<file path="config.mk">
export PLATFORM = sky130hd
export DESIGN_NAME = i2c_master_bit_sequencer_core
export DESIGN_NICKNAME = d
export VERILOG_FILES = /design/src/hdl/i2cbs_pkg.sv /design/src/hdl/i2c_master_bit_sequencer_core.sv /design/src/hdl/i2cbs_seq.sv
export VERILOG_INCLUDE_DIRS = /design/src /design/src/hdl
export SDC_FILE = /design/constraint.sdc
export NUM_CORES = 1
export LEC_CHECK = 0
export BUFFER_PORTS_ARGS = -buffer_cell sky130_fd_sc_hd__buf_2
export CAP_MARGIN = 0
export CORE_MARGIN = 8
export CORE_UTILIZATION = 40
export CTS_BUF_LIST = sky130_fd_sc_hd__clkbuf_16
export DETAILED_ROUTE_END_ITERATION = 8
export SLEW_MARGIN = 20
export SYNTH_ARGS = -nofsm -noshare
export SYNTH_HDL_FRONTEND = slang
export SYNTH_SLANG_ARGS = --single-unit
</file>
<file path="constraint.sdc">
create_clock -name clk_i -period 8.2 [get_ports clk_i]
set_clock_uncertainty 0.05 [all_clocks]
set_input_delay 1.23 -clock clk_i [delete_from_list [all_inputs] [get_ports clk_i]]
set_output_delay 1.23 -clock clk_i [all_outputs]
set_load 0.02 [all_outputs]
</file>
<file path="src/hdl/i2c_master_bit_sequencer_core_assert.svh">
// Assertion macros shared by the I2C bit sequencer RTL.
// Included by the modules that check their own logic; no other dependencies.
`ifndef I2C_MASTER_BIT_SEQUENCER_CORE_ASSERT_SVH
`define I2C_MASTER_BIT_SEQUENCER_CORE_ASSERT_SVH

`ifndef SYNTH

// Concurrent property check, disabled while reset is asserted.
`define I2CBS_ASSERT(lbl, clk, rstn, prop) \
  lbl: assert property (@(posedge clk) disable iff (!rstn) (prop)) \
    else $error("assertion failed");

// Same-cycle implication check built on the macro above.
`define I2CBS_ASSERT_IMPL(lbl, clk, rstn, ante, cons) \
  `I2CBS_ASSERT(lbl, clk, rstn, (ante) |-> (cons))

// Next-cycle implication check built on the first macro.
`define I2CBS_ASSERT_NEXT(lbl, clk, rstn, ante, cons) \
  `I2CBS_ASSERT(lbl, clk, rstn, (ante) |=> (cons))

`else

`define I2CBS_ASSERT(lbl, clk, rstn, prop)
`define I2CBS_ASSERT_IMPL(lbl, clk, rstn, ante, cons)
`define I2CBS_ASSERT_NEXT(lbl, clk, rstn, ante, cons)

`endif

`endif

</file>
<file path="src/hdl/i2cbs_pkg.sv">
// Shared types, constants and helpers for the I2C master bit sequencer.
// No dependencies; imported by the sequencer and the top level.
package i2cbs_pkg;

  localparam int unsigned BitsPerByte = 8;
  localparam int unsigned PhaseW      = 5;
  localparam logic [15:0] PhaseTicksReset = 16'd10;

  // Command codes carried in the mode field.
  typedef enum logic [2:0] {
    MODE_START   = 3'd0,
    MODE_STOP    = 3'd1,
    MODE_TX_BYTE = 3'd2,
    MODE_RX_BYTE = 3'd3,
    MODE_TX_ACK  = 3'd4,
    MODE_RX_ACK  = 3'd5
  } mode_e;

  // Register map (word index).
  localparam logic RegPhaseTicks = 1'b0;

  // One tick's input item.
  typedef struct packed {
    logic       cmd_valid;
    logic [2:0] mode;
    logic [7:0] tx_byte;
    logic       tx_ack;
    logic       sda_in;
  } item_t;

  // One tick's result item.
  typedef struct packed {
    logic       scl_release;
    logic       sda_release;
    logic       busy;
    logic       done;
    logic [7:0] rx_byte;
    logic       rx_ack;
    logic       cmd_dropped;
  } res_t;

  // Number of line phases in each command's run.
  function automatic logic [PhaseW-1:0] run_length(mode_e m);
    logic [PhaseW-1:0] len;
    unique case (m)
      MODE_START:   len = PhaseW'(4);
      MODE_STOP:    len = PhaseW'(3);
      MODE_TX_BYTE: len = PhaseW'(3 * BitsPerByte);
      MODE_RX_BYTE: len = PhaseW'(1 + 3 * BitsPerByte);
      MODE_TX_ACK:  len = PhaseW'(3);
      MODE_RX_ACK:  len = PhaseW'(4);
      default:      len = '0;
    endcase
    return len;
  endfunction

endpackage

</file>
<file path="src/hdl/i2c_master_bit_sequencer_core.sv">
// Top level of the I2C master bit sequencer: stream ports, APB register port
// and two-entry result buffer. Depends on i2cbs_pkg, i2cbs_seq, the assert header.
//
//  Channel   Direction  Handshake                 Contents
//  s_axis    in         tvalid/tready             one tick: command fields, sda_in
//  m_axis    out        tvalid/tready             one result per tick: lines, status
//  apb       in/out     psel/penable/pready       phase_ticks at address 0
//
// The sequencer updates its state in the cycle each tick is transferred and the
// result is registered behind it.
// A result buffer of two entries lets a tick be taken while one result waits.
// Reset is asynchronous and active low: lines released, idle, phase_ticks 10.
// s_axis_tready drops only while both result entries are full.
`include "i2c_master_bit_sequencer_core_assert.svh"

module i2c_master_bit_sequencer_core
  import i2cbs_pkg::*;
(
  input  logic        clk_i,
  input  logic        rst_ni,

  input  logic        s_axis_tvalid,
  output logic        s_axis_tready,
  // [7:0] tx_byte, [8] tx_ack, [9] sda_in, [15:10] zero
  input  logic [15:0] s_axis_tdata,
  // [0] cmd_valid, [3:1] mode
  input  logic [3:0]  s_axis_tuser,

  output logic        m_axis_tvalid,
  input  logic        m_axis_tready,
  // [0] scl_release, [1] sda_release, [2] busy_res, [3] done_res,
  // [11:4] rx_byte, [12] rx_ack, [13] cmd_dropped, [15:14] zero
  output logic [15:0] m_axis_tdata,

  input  logic        psel,
  input  logic        penable,
  input  logic        pwrite,
  input  logic [2:0]  paddr,
  input  logic [31:0] pwdata,
  output logic [31:0] prdata,
  output logic        pready
);

  logic [15:0] phase_ticks_q;
  logic [15:0] hold;
  logic        cfg_write;
  logic        in_accept;
  logic        out_pop;
  item_t       item;
  res_t        res;
  res_t        out_q;
  res_t        skid_q;
  logic        out_valid_q;
  logic        skid_valid_q;

  // Configuration register.
  assign pready    = 1'b1;
  assign cfg_write = psel && penable && pwrite && pready;
  assign prdata    = (paddr[2] == RegPhaseTicks) ? {16'h0000, phase_ticks_q} : 32'h0;

  always_ff @(posedge clk_i or negedge rst_ni) begin
    if (!rst_ni) begin
      phase_ticks_q <= PhaseTicksReset;
    end else if (cfg_write && (paddr[2] == RegPhaseTicks)) begin
      phase_ticks_q <= pwdata[15:0];
    end
  end

  // A zero hold time behaves like one tick.
  assign hold = (phase_ticks_q == 16'd0) ? 16'd1 : phase_ticks_q;

  // Input unpacking.
  assign s_axis_tready = !skid_valid_q;
  assign in_accept     = s_axis_tvalid && s_axis_tready;
  assign item = '{
    cmd_valid: s_axis_tuser[0],
    mode:      s_axis_tuser[3:1],
    tx_byte:   s_axis_tdata[7:0],
    tx_ack:    s_axis_tdata[8],
    sda_in:    s_axis_tdata[9]
  };

  i2cbs_seq u_seq (
    .clk_i  (clk_i),
    .rst_ni (rst_ni),
    .step_i (in_accept),
    .item_i (item),
    .hold_i (hold),
    .res_o  (res)
  );

  // Result buffer: output register plus one skid entry.
  assign out_pop = out_valid_q && m_axis_tready;

  always_ff @(posedge clk_i or negedge rst_ni) begin
    if (!rst_ni) begin
      out_valid_q  <= 1'b0;
      skid_valid_q <= 1'b0;
    end else if (out_pop) begin
      if (skid_valid_q) begin
        out_q        <= skid_q;
        skid_valid_q <= 1'b0;
      end else if (in_accept) begin
        out_q <= res;
      end else begin
        out_valid_q <= 1'b0;
      end
    end else if (in_accept) begin
      if (out_valid_q) begin
        skid_q       <= res;
        skid_valid_q <= 1'b1;
      end else begin
        out_q       <= res;
        out_valid_q <= 1'b1;
      end
    end
  end

  assign m_axis_tvalid = out_valid_q;
  assign m_axis_tdata  = {2'b00, out_q.cmd_dropped, out_q.rx_ack, out_q.rx_byte,
                          out_q.done, out_q.busy, out_q.sda_release, out_q.scl_release};

  // The skid entry is only ever used behind a full output register.
  `I2CBS_ASSERT_IMPL(a_skid_behind_out, clk_i, rst_ni, skid_valid_q, out_valid_q)
  // A tick taken while a result waits and is not drained lands in the skid entry.
  `I2CBS_ASSERT_NEXT(a_stall_fills_skid, clk_i, rst_ni,
                     in_accept && out_valid_q && !m_axis_tready, skid_valid_q)
  // Draining with a full skid entry keeps the output register occupied.
  `I2CBS_ASSERT_NEXT(a_skid_refills_out, clk_i, rst_ni,
                     out_pop && skid_valid_q, out_valid_q && !skid_valid_q)

endmodule

</file>
<file path="src/hdl/i2cbs_seq.sv">
// Phase sequencer of the I2C master: command state, phase and tick counters,
// line levels and receive registers. Depends on i2cbs_pkg and the assert header.
`include "i2c_master_bit_sequencer_core_assert.svh"

module i2cbs_seq
  import i2cbs_pkg::*;
(
  input  logic        clk_i,
  input  logic        rst_ni,
  input  logic        step_i,
  input  item_t       item_i,
  input  logic [15:0] hold_i,
  output res_t        res_o
);

  mode_e             mode_q, mode_d;
  logic [PhaseW-1:0] phase_q, phase_d;
  logic [15:0]       tick_q, tick_d;
  logic [1:0]        slot_q, slot_d;
  logic [2:0]        bit_q, bit_d;
  logic [7:0]        shift_q, shift_d;
  logic              ack_q, ack_d;
  logic              scl_q, scl_d;
  logic              sda_q, sda_d;
  logic              busy_q, busy_d;
  logic [7:0]        rx_byte_q, rx_byte_d;
  logic              rx_ack_q, rx_ack_d;
  logic              enter;
  logic              done;
  logic              dropped;

  // Next state for one tick, including the line action of a newly entered phase.
  always_comb begin
    mode_d    = mode_q;
    phase_d   = phase_q;
    tick_d    = tick_q;
    slot_d    = slot_q;
    bit_d     = bit_q;
    shift_d   = shift_q;
    ack_d     = ack_q;
    scl_d     = scl_q;
    sda_d     = sda_q;
    busy_d    = busy_q;
    rx_byte_d = rx_byte_q;
    rx_ack_d  = rx_ack_q;
    enter     = 1'b0;
    done      = 1'b0;
    dropped   = 1'b0;

    if (step_i) begin
      if (busy_q) begin
        dropped = item_i.cmd_valid;
        tick_d  = tick_q + 16'd1;
        if (tick_d >= hold_i) begin
          tick_d  = '0;
          phase_d = phase_q + PhaseW'(1);
          if (phase_d >= run_length(mode_q)) begin
            busy_d = 1'b0;
            done   = 1'b1;
            if (mode_q == MODE_RX_BYTE) rx_byte_d = shift_q;
            if (mode_q == MODE_RX_ACK)  rx_ack_d  = ack_q;
          end else begin
            enter = 1'b1;
            // Slot and bit track position within the three-phase bit cell.
            if (slot_q == 2'd2) begin
              slot_d = 2'd0;
              bit_d  = bit_q + 3'd1;
            end else begin
              slot_d = slot_q + 2'd1;
            end
          end
        end
      end else if (item_i.cmd_valid && (item_i.mode <= MODE_RX_ACK)) begin
        mode_d  = mode_e'(item_i.mode);
        busy_d  = 1'b1;
        phase_d = '0;
        tick_d  = '0;
        shift_d = (item_i.mode == MODE_TX_BYTE) ? item_i.tx_byte : 8'h00;
        ack_d   = (item_i.mode == MODE_TX_ACK) ? item_i.tx_ack : 1'b0;
        // Receive byte has a leading release phase, so its first cell starts one later.
        if (item_i.mode == MODE_RX_BYTE) begin
          slot_d = 2'd2;
          bit_d  = 3'd7;
        end else begin
          slot_d = 2'd0;
          bit_d  = 3'd0;
        end
        enter = 1'b1;
      end

      // Line action on entry to a phase.
      if (enter) begin
        unique case (mode_d)
          MODE_START: begin
            if (phase_d == PhaseW'(0))      sda_d = 1'b1;
            else if (phase_d == PhaseW'(1)) scl_d = 1'b1;
            else if (phase_d == PhaseW'(2)) sda_d = 1'b0;
            else                            scl_d = 1'b0;
          end
          MODE_STOP: begin
            if (phase_d == PhaseW'(0))      sda_d = 1'b0;
            else if (phase_d == PhaseW'(1)) scl_d = 1'b1;
            else                            sda_d = 1'b1;
          end
          MODE_TX_BYTE: begin
            if (slot_d == 2'd0)      sda_d = shift_d[3'd7 - bit_d];
            else if (slot_d == 2'd1) scl_d = 1'b1;
            else                     scl_d = 1'b0;
          end
          MODE_RX_BYTE: begin
            if (phase_d == PhaseW'(0)) begin
              sda_d = 1'b1;
            end else if (slot_d == 2'd0) begin
              scl_d = 1'b1;
            end else if (slot_d == 2'd1) begin
              sda_d = 1'b1;
              if (item_i.sda_in) shift_d[3'd7 - bit_d] = 1'b1;
            end else begin
              scl_d = 1'b0;
            end
          end
          MODE_TX_ACK: begin
            if (phase_d == PhaseW'(0))      sda_d = ack_d;
            else if (phase_d == PhaseW'(1)) scl_d = 1'b1;
            else                            scl_d = 1'b0;
          end
          MODE_RX_ACK: begin
            if (phase_d == PhaseW'(0)) begin
              sda_d = 1'b1;
            end else if (phase_d == PhaseW'(1)) begin
              scl_d = 1'b1;
            end else if (phase_d == PhaseW'(2)) begin
              sda_d = 1'b1;
              ack_d = item_i.sda_in;
            end else begin
              scl_d = 1'b0;
            end
          end
          default: begin
            scl_d = scl_q;
          end
        endcase
      end
    end
  end

  // State registers.
  always_ff @(posedge clk_i or negedge rst_ni) begin
    if (!rst_ni) begin
      mode_q    <= MODE_START;
      phase_q   <= '0;
      tick_q    <= '0;
      slot_q    <= '0;
      bit_q     <= '0;
      shift_q   <= '0;
      ack_q     <= 1'b0;
      scl_q     <= 1'b1;
      sda_q     <= 1'b1;
      busy_q    <= 1'b0;
      rx_byte_q <= '0;
      rx_ack_q  <= 1'b1;
    end else begin
      mode_q    <= mode_d;
      phase_q   <= phase_d;
      tick_q    <= tick_d;
      slot_q    <= slot_d;
      bit_q     <= bit_d;
      shift_q   <= shift_d;
      ack_q     <= ack_d;
      scl_q     <= scl_d;
      sda_q     <= sda_d;
      busy_q    <= busy_d;
      rx_byte_q <= rx_byte_d;
      rx_ack_q  <= rx_ack_d;
    end
  end

  // The result reflects the state after this tick's update.
  assign res_o = '{
    scl_release: scl_d,
    sda_release: sda_d,
    busy:        busy_d,
    done:        done,
    rx_byte:     rx_byte_d,
    rx_ack:      rx_ack_d,
    cmd_dropped: dropped
  };

  // A finish or a drop can only come out of a running command.
  `I2CBS_ASSERT_IMPL(a_done_needs_busy, clk_i, rst_ni, step_i && done, busy_q)
  `I2CBS_ASSERT_IMPL(a_drop_needs_busy, clk_i, rst_ni, step_i && dropped, busy_q)
  // A running command never sits past the end of its phase run.
  `I2CBS_ASSERT_IMPL(a_phase_in_run, clk_i, rst_ni, busy_q, phase_q < run_length(mode_q))

endmodule
</file>
# --- Word-level counts from Yosys, hierarchy flattened ---
# Index checks and enable logic that the tools add are counted.
totals:
  register_bits: 96
  elab_cells: 204
  latch_bits: 0
  mem_bits_rw: 0
  mem_count: 0
  input_bits: 62
  mem_bits_ro: 0
op_classes:
  n_lt_le_gt_ge: 5
  n_div: 0
  mul: 0
  n_eq_ne: 20
  shifts: 0
  addsub: 5
  reduce_logical: 25
  mux: 117
  bitwise_logic: 3
ops:
  columns: ["cell", "count"]
  rows:
  - ["two-way mux 8 bit", 15]
  - ["two-way mux 16 bit", 5]
  - ["two-way mux 14 bit", 5]
  - ["two-way mux 1 bit", 63]
  - ["two-way mux 5 bit", 7]
  - ["two-way mux 3 bit", 10]
  - ["case mux 5 bit (4 select lines)", 1]
  - ["equality test 3 x 2 -> 1 bit (second input constant)", 6]
  - ["adder 16 x 1 -> 16 bit (second input constant)", 1]
  - ["greater-or-equal comparator 16 bit", 1]
  - ["zero test 16 bit", 1]
  - ["equality test 3 bit (second input constant)", 5]
  - ["two-way mux 2 bit", 7]
  - ["bitwise OR 8 bit", 1]
  - ["AND reduction 4 bit", 2]
  - ["nonzero test 2 bit", 4]
  - ["logical AND 1 bit", 7]
  - ["equality test 3 x 1 -> 1 bit (second input constant)", 2]
  - ["zero test 3 bit", 2]
  - ["!= test 2 bit (second input constant)", 3]
  - ["case mux 1 bit (6 select lines)", 1]
  - ["OR reduction 2 bit", 3]
  - ["adder 5 x 1 -> 5 bit (second input constant)", 1]
  - ["equality test 5 x 1 -> 1 bit (second input constant)", 1]
  - ["other kinds (19)", 21]

# --- Logic depth before layout (Yosys ltp) ---
# Gate-level depths: netlist (run 1).
depth:
  word_depth: 23
  depth_mapped: 20

# --- By module ---
# Synthesis (run 1) repeated with hierarchy kept, for this count alone.
hier_totals:
  hier_cells: 621
  hier_area_um2: 6120.9
by_module_without_submodules:
  columns: ["mod", "n_inst", "cells_per_inst", "area_each_um2"]
  rows:
  - ["i2cbs_seq", 1, 473, 3933.8]
  - ["i2c_master_bit_sequencer_core", 1, 148, 2187.1]

# --- Worst setup path after synthesis (run 1) ---
# OpenSTA, ideal clock, no wires.
synth_timing:
  path_type: "register to register"
  startpoint: "register u_seq.tick_q[2]"
  endpoint: "register out_q (netlist bit m_axis_tdata[10]), data pin"
  t_arrival_ns: 4.388
  path_stages_with_launch: 20
  period_less_slack_ns: 4.698
  path_buffers: 2
  slack_ns: 3.502
  cell_sequence: "dfrtp_1 -> and3_1 -> and3_1 -> and3_1 -> and3_1 -> and3_1 -> nand3_1 -> xnor2_1 -> ha_1 -> nand4_1 -> or3_1 -> or3_1 -> buf_6 -> a31oi_4 -> and2_1 -> buf_2 -> nand3_1 -> nor2_4 -> mux2_1 -> mux2_2"
synth_rtl:
  columns: ["element", "line", "rtl"]
  rows:
  - ["start: declaration", "i2cbs_seq.sv:18", "logic [15:0] tick_q, tick_d;"]
  - ["start signal: assignment", "i2cbs_seq.sv:165", "tick_q <= tick_d;"]
  - ["end signal: assignment", "i2c_master_bit_sequencer_core.sv:101", "out_q <= skid_q;"]
  - ["end signal: assignment", "i2c_master_bit_sequencer_core.sv:104", "out_q <= res;"]
  - ["end signal: assignment", "i2c_master_bit_sequencer_core.sv:113", "out_q <= res;"]
  - ["end: declaration", "i2c_master_bit_sequencer_core.sv:51", "res_t out_q;"]

==> impl_results.md, run 1 <==
* Die ar. at 0.0191 mm²
* Sequential share of the synthesized area at 0.428
* Met3 usage at 0.0401
* Hpwl dp at 10600 µm
* GRT overflow at 0
* Fin crit share at 0.671
* GRT Util Overall at 0.149
* Vias in the first global route at 4716
* Max Cap Viol at 0
* FF-to-FF Start: u_seq.tick_q[2]
* Finished layout cell area at 0.00667 mm²
* Clock root buffer: clkbuf_16
* Fin. max-slew vios at 0
* Cell taking the most area after synthesis: dfrtp_1
* Actual slew at the worst max-slew pin at 0.905 ns
* GR Layer Usage met1 at 0.182
* Worst setup EP type: flip-flop
* Crit-path max FO at 5
* Layout cell share with drive strength beyond 1 at 0.213
* Ys flop type: dfrtp_1
* DIE HEIGHT at 138 µm
* Overall power at 0.00182 W
* R2r setup slk at 2.70 ns
* Layout Area Growth over Synthesis at 11.9%
* Endpoints failing setup at 0
* Row count at 44
* Wirelength, routed at 14200 µm
* Gr busiest metal: met2
* Total Nets Final at 747
* Minimum clock period after layout at 5.50 ns
* Reg2reg path depth at 18
* Core Box Area at 0.0145 mm²
* Critical Path RT at 8.25 ns
* Ports at 113
* Leakage power at 3.04 nW
* Async set or reset register ratio after synthesis at 0.708
* Placed Area at 0.00638 mm²
* Initial core utilization at 0.410
* Final hold vios at 0
* Per-instance average area after synthesis at 9.87 µm²
* Diode count at 0
* Clock slew at reported path FFs at 0.07 ns
* Post-Syn Area at 0.00596 mm²
* Commonest non-fill, non-tap cells in the layout: 75 x nand2_1, 69 x buf_2, 63 x dfrtp_1, 35 x o21ai_0
* # clock sinks at 96
* Die Span X at 138 µm
* Post-cts sizing count at 0
* Pwr/cell area at 272 mW/mm²
* Relative slew slack at 0.397
* Antenna violations before repair at 0
* Post-Syn Instances at 604
* Setup CP Type: flip-flop to flip-flop
* Post-Place Cells at 834
* Drt drc at 0
* Worst Setup EP: m_axis_tdata[0]
* CP startpoint kind: flip-flop
* Port-buffer cells at 69
* Largest net degree at the start of global routing at 71
* Final TNS setup at 0 ns
* Hold_buf cts at 0
* Dominant cells by area after synthesis: dfrtp_1 26%, edfxtp_1 14%, mux2_2 6.4%
* GP Congestion at 0.865
* RSZ-0062 raised after global routing: no
* Met2 Track Usage GR at 0.245
* Pre-Repair DR Iteration Count at 5
* Post-CTS setup buffer count at 0
* Synth cell types at 69
* Worst-Skew Late Latency at 0.35 ns
* Crit Reg-Reg Endpoint: m_axis_tdata[0]
* DRT iter0 DRCs at 262
* Most common cell after layout, fill and taps aside: nand2_1
* Fmax at 0.182 GHz
* Flip-flop and latch count after synthesis at 96
* Final cell count without fillers at 850
* Hold Path Class: flip-flop to flip-flop
* Worst setup path startpoint: u_seq.tick_q[2]
* CTS tree: yes
* Vias per inst at 5.38
* First-pass GRT wire length at 23700 µm
* Wirelength per Cell at 16.7 µm
* Max rail drop VDD at 138 µV
* Clock Path Buffers at 2
* H-tree depth at 3
* Worst EP arrival at 5.55 ns
* Top-area cell type share of the netlist area at 0.265
* DR vias at 4574
* Status: finished clean
* Antenna Nets Post-Route at 0
* Yosys Warn Count at 0
* Cts bufs inserted at 9
* Number of synthesized flops with an enable pin at 28
[final cells by class]
type | instances | area [µm²]
Multi-Input combinational cell | 451 | 3110
Clock buffer | 9 | 225
Clock inverter | 7 | 63.8
Tap cell | 184 | 230
Timing Repair Buffer | 74 | 383
Sequential cell | 96 | 2550
Inverter | 29 | 109
Fill cell | 1395 | 7860
[registers in the layout, indices dropped and copies added (netlist names), 2 cells and up]
name,flops
m_axis_tdata,14
phase_ticks_q,16
skid_q,14
u_seq.bit_q,3
u_seq.mode_q,3
u_seq.phase_q,5
u_seq.rx_byte_q,8
u_seq.shift_q,8
u_seq.slot_q,2
u_seq.tick_q,16
[how the worst min path moves through the flow]
stage / startpoint / endpoint / cells after the start
2_1_floorplan: u_seq.rx_byte_q[0] / u_seq.rx_byte_q[0] / 1
3_3_place_gp: u_seq.tick_q[15] / u_seq.tick_q[15] / 2
3_5_place_dp: u_seq.rx_byte_q[3] / u_seq.rx_byte_q[3] / 1
4_1_cts: u_seq.rx_byte_q[3] / u_seq.rx_byte_q[3] / 1
5_1_grt: u_seq.rx_byte_q[4] / u_seq.rx_byte_q[4] / 1
6_report: u_seq.tick_q[15] / u_seq.tick_q[15] / 2
[cells in the mapped netlist (6+ instances only)]
| master | instances |
|---|---|
| mux2i_1 | 12 |
| o21ai_1 | 10 |
| buf_2 | 6 |
| ha_1 | 24 |
| nor2_1 | 34 |
| nand2b_1 | 21 |
| mux2_2 | 34 |
| dfrtp_1 | 63 |
| mux2_1 | 9 |
| inv_1 | 28 |
| and3_1 | 11 |
| edfxtp_1 | 28 |
| xnor2_1 | 10 |
| o21ai_0 | 35 |
| nand3_1 | 20 |
| nand2_1 | 75 |
| buf_4 | 19 |
| nor2b_1 | 6 |
| clkbuf_1 | 19 |
| a21oi_1 | 23 |
| nor3_1 | 7 |
| xor2_1 | 9 |
| a31oi_1 | 8 |
| a22o_1 | 10 |
[worst max-delay path, cell delays in order, from the launching register on]
cell,delay (ns)
dfrtp_1,0.43
and3_1,0.21
and3_1,0.19
and3_1,0.27
and3_1,0.26
and3_1,0.22
nand3_1,0.10
xnor2_1,0.16
ha_1,0.33
nand4_1,0.16
or3_1,0.42
or3_1,0.55
a31o_4,0.33
xnor2_1,0.13
a32oi_1,0.44
a21oi_1,0.13
a311oi_1,0.32
o22ai_1,0.23
mux2_2,0.31
[per-stage QoR]
| stage | util | setup slack [ns] | hold slack (ns) |
|---|---|---|---|
| 3_3_place_gp | 0.439 | 2.88 | 0.431 |
| 4_1_cts | 0.459 | 2.77 | 0.459 |
| 3_5_place_dp | 0.439 | 2.80 | 0.444 |
| 5_1_grt | 0.459 | 2.43 | 0.484 |
| 2_1_floorplan | - | 3.50 | 0.415 |
| 6_report | 0.459 | 2.70 | 0.456 |
[power breakdown]
part           switching, W  total [W]  internal, W
logic              0.000428   0.000695     0.000267
registers          0.000101   0.000703     0.000602
clock network      0.000185   0.000419     0.000234
[layer usage]
| metal | share of wire | vias to the layer above |
|---|---|---|
| met4 | 0.021 | 0 |
| met1 | 0.46 | 2190 |
| li1 | - | 2237 |
| met2 | 0.47 | 124 |
| met5 | 0 | - |
| met3 | 0.049 | 23 |
[logic make-up (layout without fill, tap and decap cells)]
family / Yosys count / after routing / synth area share
AO/OA/AOI/OAI: 129 / 129 / 0.154
XOR/XNOR: 19 / 19 / 0.0279
adder cells (fa/ha/maj): 24 / 24 / 0.0504
buffers and inverters: 74 / 119 / 0.0611
flip-flops: 96 / 96 / 0.428
multiplexers: 57 / 57 / 0.106
other: 2 / 19 / 0.00126
AND/OR/NAND/NOR: 203 / 203 / 0.171
No activity file was read; power rests on OpenSTA's default activity.
==> run 2: changes to the inputs <==
==> constraint.sdc (replaced) <==
create_clock -name clk_i -period 4.5 [get_ports clk_i]
set_clock_uncertainty 0.05 [all_clocks]
set_input_delay 0.675 -clock clk_i [delete_from_list [all_inputs] [get_ports clk_i]]
set_output_delay 0.675 -clock clk_i [all_outputs]
set_load 0.02 [all_outputs]
==> impl_results.md, run 2 (same netlist as run 1, synthesis figures left out) <==
* Max rail drop VDD at 265 µV (+92%)
* GR Layer Usage met1 at 0.198 (+0.0154)
* Leakage power at 3.47 nW (+14%)
* GP Congestion at 0.859 (-0.69%)
* Reg2reg path depth at 21 (+3)
* Vias in the first global route at 5137 (+8.9%)
* Clock Path Buffers at 2 (unchanged)
* Total Nets Final at 815 (+9.1%)
* CTS tree: yes
* Final hold slack at 0.477 ns (+0.0212 ns)
* Diode count at 0 (unchanged)
* Pwr/cell area at 495 mW/mm² (+82%)
* Setup CP Type: flip-flop to flip-flop
* Gr busiest metal: met2
* Die ar. at 0.0191 mm² (unchanged)
* Hold_buf cts at 0 (unchanged)
* Clock root buffer: clkbuf_16
* Placed Area at 0.00691 mm² (+8.2%)
* Hold Path Depth at 2 (unchanged)
* Failing checks: setup timing
* Worst setup EP type: flip-flop
* Met2 Track Usage GR at 0.268 (+0.0229)
* Endpoints failing setup at 9 (+9)
* Relative slew slack at 0.385 (-0.0117)
* FF-to-FF Start: u_seq.tick_q[4]
* Most common cell after layout, fill and taps aside: nand2_1
* Actual slew at the worst max-slew pin at 0.922 ns (+0.0176 ns)
* Layout cell share with drive strength beyond 1 at 0.362 (+0.149)
* Overall power at 0.00377 W (+110%)
* Commonest non-fill, non-tap cells in the layout: 74 x nand2_1, 69 x buf_2, 63 x dfrtp_1, 62 x buf_4
* Crit-path max FO at 4 (-1)
* Initial core utilization at 0.410 (unchanged)
* Antenna violations before repair at 0 (unchanged)
* GRT overflow at 0 (unchanged)
* Row count at 44 (unchanged)
* Hpwl dp at 11400 µm (+7.7%)
* Layout Area Growth over Synthesis at 28.0%
* Hold endpoint: u_seq.shift_q[3]
* Worst EP arrival at 4.60 ns (-0.95 ns)
* DIE HEIGHT at 138 µm (unchanged)
* Met3 usage at 0.0401 (unchanged)
* Final hold vios at 0 (unchanged)
* Final WS setup at -0.0435 ns (-2.75 ns)
* First-pass GRT wire length at 25600 µm (+7.8%)
* Pre-Repair DR Iteration Count at 5 (unchanged)
* FF+latch area at 0.00255 mm² (unchanged)
* Antenna Nets Post-Route at 0 (unchanged)
* Core Util, Final at 0.525 (+0.0661)
* Vias per inst at 5.31 (-1.3%)
* Wirelength per Cell at 17.1 µm (+2.1%)
* DRT iter0 DRCs at 260 (-0.76%)
* CP startpoint kind: flip-flop
* Ports at 113 (unchanged)
* Crit Reg-Reg Endpoint: m_axis_tdata[0]
* Max Cap Viol at 0 (unchanged)
* R2r setup slk at -0.04 ns (-2.75 ns)
* Area of the multi-input gates at 0.00347 mm² (+12%)
* GRT Util Overall at 0.161 (+0.0120)
* Die Span X at 138 µm (unchanged)
* Fillers at 1321 (-5.3%)
* Fin crit share at 1.01 (+0.339)
* Worst-Skew Late Latency at 0.35 ns (about the same)
* Largest regs: phase_ticks_q (16), u_seq.tick_q (16)
* Critical Path RT at 4.55 ns (-3.70 ns)
* Status: complete, but fails checks
* H-tree depth at 3 (unchanged)
* Hold Path Class: flip-flop to flip-flop
* Pre-CTS setup slack at -0.222 ns (-3.02 ns)
* Cts bufs inserted at 9 (unchanged)
* DR vias at 4878 (+6.6%)
* Finished layout cell area at 0.00763 mm² (+14%)
* # clock sinks at 96 (unchanged)
* Port-buffer cells at 69 (unchanged)
* Largest net degree at the start of global routing at 69 (-2.8%)
* Wirelength, routed at 15700 µm (+10%)
* Core Box Area at 0.0145 mm² (unchanged)
* Hold path start: u_seq.shift_q[3]
* Fmax at 0.220 GHz (+21%)
* Fin. max-slew vios at 0 (unchanged)
* Minimum clock period after layout at 4.54 ns (-0.955 ns)
* Clock slew at reported path FFs at 0.07 ns (about the same)
* Drt drc at 0 (unchanged)
* RSZ-0062 raised after global routing: yes
run 2: cell count changes in the layout (fill, tap and decap cells not counted), sizes merged:
cell,previous run,this run
bufinv,1,2
buf,74,142
clkinvlp,1,0
run 2: how the worst max path moves through the flow:
stage / start / to / slack (ns) / depth (start not counted)
2_1_floorplan: u_seq.tick_q[2] / m_axis_tdata[10] / 0.006 / 19
3_3_place_gp: u_seq.tick_q[4] / m_axis_tdata[0] / -0.14 / 18
3_5_place_dp: u_seq.tick_q[4] / m_axis_tdata[0] / -0.22 / 19
4_1_cts: u_seq.tick_q[4] / m_axis_tdata[0] / -0.03 / 21
5_1_grt: u_seq.tick_q[4] / m_axis_tdata[0] / -0.21 / 21
6_report: u_seq.tick_q[4] / m_axis_tdata[0] / -0.04 / 21
run 2: repair_timing:
action,CTS,global route
buffers inserted,4,7
pin swaps,9,25
resized for setup,23,43
endpoints found under the setup margin,19,25
run 2: cell type report:
type,count,share of cell area
Timing Repair Buffer,142,0.125
Inverter,29,0.0143
Clock buffer,9,0.0295
Tap cell,184,0.0302
Clock inverter,7,0.0126
Sequential cell,96,0.334
Multi-Input combinational cell,451,0.455
run 2: report_power, final:
group | internal [W] | switching, W | total, W
clock network | 0.000489 | 0.000347 | 0.000836
logic | 0.000711 | 0.000954 | 0.00166
registers | 0.00110 | 0.000177 | 0.00127
run 2: worst max-delay path, cell delays in order, from the launching register on:
cell      delay, ns
dfrtp_1        0.35
and3_4         0.19
and3_4         0.19
and3_4         0.18
and3_4         0.19
and3_4         0.21
nand3_4        0.11
xnor2_4        0.18
ha_4           0.27
nand4_1        0.12
buf_4          0.18
nor3_4         0.21
nor4_4         0.06
buf_4          0.16
buf_4          0.15
a31o_4         0.25
xnor2_1        0.13
a32oi_2        0.29
a21oi_1        0.12
a311oi_2       0.28
o22ai_2        0.14
mux2_4         0.28
run 2: per-stage QoR:
step | setup TNS (ns) | cells
CTS | -0.0527 | 911
detailed placement | -1.49 | 891
global route | -2.58 | 918
floorplan | 0 | 621
finish | -0.113 | 918
global placement | -0.651 | 891
run 2: metal layers:
| metal | part of all wire | wire length (µm) |
|---|---|---|
| met5 | 0 | 0 |
| met4 | 0.017 | 267 |
| met3 | 0.041 | 641 |
| met2 | 0.48 | 7500 |
| met1 | 0.46 | 7290 |
==> run 3: changes to the inputs <==
--- a/config.mk
+++ b/config.mk
@@ -16,3 +16,4 @@
 export SYNTH_ARGS = -nofsm -noshare
 export SYNTH_HDL_FRONTEND = slang
 export SYNTH_SLANG_ARGS = --single-unit
+export TNS_END_PERCENT = 50
==> impl_results.md, run 3 (same netlist as run 1, synthesis figures left out) <==
* Diode count at 0 (unchanged)
* Overall power at 0.00356 W (-5.6%)
* Most common cell after layout, fill and taps aside: nand2_1
* Fin. max-slew vios at 0 (unchanged)
* DRT iter0 DRCs at 248 (-4.6%)
* Vias per inst at 5.25 (-1.2%)
* Minimum clock period after layout at 4.58 ns (+0.0354 ns)
* Switching share of power at 0.400 (+0.00803)
* Worst-Skew Late Latency at 0.36 ns (about the same)
* Clock root buffer: clkbuf_16
* RSZ-0062 raised after global routing: yes
* Comb pwr share at 0.440 (about the same)
* Leakage power at 3.43 nW (-1.2%)
* GRT overflow at 0 (unchanged)
* Final WS setup at -0.0790 ns (-0.0354 ns)
* Cts bufs inserted at 9 (unchanged)
* GRT Util Overall at 0.161 (+0.000180)
* Fin crit share at 1.02 (+0.00788)
* Hold Path Class: flip-flop to flip-flop
* Initial core utilization at 0.410 (unchanged)
* Wirelength, routed at 15400 µm (-2.1%)
* DIE HEIGHT at 138 µm (unchanged)
* Wirelength per Cell at 16.8 µm (-1.6%)
* CTS tree: yes
* Total net switching power at 0.00142 W (-3.7%)
* Core Box Area at 0.0145 mm² (unchanged)
* Vias in the first global route at 5070 (-1.3%)
* Critical Path RT at 4.55 ns (about the same)
* Largest net degree at the start of global routing at 70 (+1.4%)
* Ports at 113 (unchanged)
* Total Nets Final at 811 (-0.49%)
* Setup CP Type: flip-flop to flip-flop
* Antenna Nets Post-Route at 0 (unchanged)
* CP startpoint kind: flip-flop
* First-pass GRT wire length at 25500 µm (-0.32%)
* Actual slew at the worst max-slew pin at 0.903 ns (-0.0195 ns)
* Seq pwr share at 0.358 (+0.021)
* Endpoints failing setup at 3 (-6)
* Status: complete, but fails checks
* Pwr/cell area at 475 mW/mm² (-3.8%)
* Layout Area Growth over Synthesis at 25.7%
* Commonest non-fill, non-tap cells in the layout: 74 x nand2_1, 69 x buf_2, 63 x dfrtp_1, 60 x buf_4, 33 x o21ai_0
* Clock Path Buffers at 2 (unchanged)
* Die Span X at 138 µm (unchanged)
* Row count at 44 (unchanged)
* Drt drc at 0 (unchanged)
* Hpwl dp at 11400 µm (about the same)
* Crit-path max FO at 4 (unchanged)
* Failing checks: setup timing
* Worst setup EP type: flip-flop
* Hold_buf cts at 0 (unchanged)
* Largest regs: phase_ticks_q (16), u_seq.tick_q (16)
* Max Cap Viol at 0 (unchanged)
* DR vias at 4797 (-1.7%)
* H-tree depth at 3 (unchanged)
* Final hold vios at 0 (unchanged)
* Fmax at 0.218 GHz (-0.77%)
* Relative slew slack at 0.398 (+0.0130)
* Worst EP arrival at 4.63 ns (+0.03 ns)
* Layout cell share with drive strength beyond 1 at 0.345 (-0.0172)
* Antenna violations before repair at 0 (unchanged)
* Max rail drop VDD at 241 µV (-9.0%)
* GP Congestion at 0.896 (+4.3%)
* Die ar. at 0.0191 mm² (unchanged)
* P_int at 0.00214 W (-6.8%)
* Port-buffer cells at 69 (unchanged)
* Clock slew at reported path FFs at 0.07 ns (about the same)
* Final hold slack at 0.470 ns (-0.00722 ns)
* # clock sinks at 96 (unchanged)
* Clock share of power at 0.202 (-0.019)
* Pre-Repair DR Iteration Count at 4 (-1)
[run 3: cell types whose count changed in the layout (fill, tap and decap cells not counted), moves of 2 or more]
cell / previous run / this run
buf_6: 9 / 7
a21oi_1: 16 / 18
o21ai_2: 1 / 3
nor2_2: 1 / 3
bufinv_16: 2 / 0
nand3_2: 3 / 1
nand3_1: 16 / 18
buf_4: 62 / 60
nor3_1: 3 / 5
o21ai_1: 11 / 9
clkinv_1: 2 / 4
[run 3: worst max-delay path, cell delays in order, from the launching register on]
cell and delay, ns:
dfrtp_1 0.36, and3_4 0.19, and3_4 0.18, and3_4 0.18, and3_4 0.18, and3_4 0.22, nand3_4 0.11, xnor2_4 0.17
ha_4 0.28, nand4_1 0.12, buf_4 0.18, nor3_4 0.20, nor4_4 0.06, buf_4 0.16, buf_6 0.12, buf_4 0.13
a31oi_4 0.18, mux2_4 0.34, nand2_1 0.11, a21oi_1 0.08, a311oi_1 0.28, o22ai_2 0.16, mux2_4 0.27
[run 3: through the flow]
stage	area (µm²)	setup WS, ns	TNS, ns	utilization	std cells
finish	7490	-0.0790	-0.157	0.515	914
global route	7490	-0.247	-2.99	0.515	914
detailed placement	6880	-0.200	-0.789	0.474	889
CTS	7330	-0.0294	-0.0583	0.504	911
floorplan	6090	-0.00463	-0.00463	-	621
global placement	6880	-0.126	-0.320	0.474	889
[run 3: power by group through the flow]
stage / registers (W) / clock network [W] / logic [W]
after detailed placement: 0.00128 / 0 / 0.00143
after global placement: 0.00127 / 0 / 0.00140
after CTS: 0.00127 / 0.000746 / 0.00150
final: 0.00127 / 0.000721 / 0.00157
after global routing: 0.00130 / 0.000774 / 0.00172
after floorplan: 0.00126 / 0 / 0.000965
[run 3: layout make-up]
type / instances / area [µm²]
Clock inverter: 7 / 45.0
Sequential cell: 96 / 2550
Tap cell: 184 / 230
Fill cell: 1329 / 7040
Multi-Input combinational cell: 451 / 3420
Clock buffer: 9 / 225
Timing Repair Buffer: 138 / 915
Inverter: 29 / 109
[run 3: path summary, 6_finish.rpt]
path | startpoint | endpoint | slack [ns] | cells after the start
hold reg to reg | skid_q[0] | m_axis_tdata[13] | 0.47 | 2
max in group asynchronous | rst_ni | u_seq.shift_q[2] | 3.25 | 2
setup reg to reg | u_seq.tick_q[2] | m_axis_tdata[0] | -0.08 | 22
hold / removal | skid_q[0] | m_axis_tdata[13] | 0.47 | 2
min in group asynchronous | rst_ni | u_seq.tick_q[14] | 0.57 | 2
setup / recovery | u_seq.tick_q[2] | m_axis_tdata[0] | -0.08 | 22
[run 3: repair_timing]
item,in CTS,in global routing
gates resized for setup,26,27
pin swaps,14,11
buffers inserted,7,5
hold endpoints to repair,0,0
setup endpoints to repair,22,24
[run 3: metal layers]
layer,vias up,share of wire,track usage
li1,2368,-,-
met1,2295,0.46,0.198
met2,108,0.47,0.263
met3,26,0.042,0.0394
met4,0,0.026,0.0669
met5,-,0,0
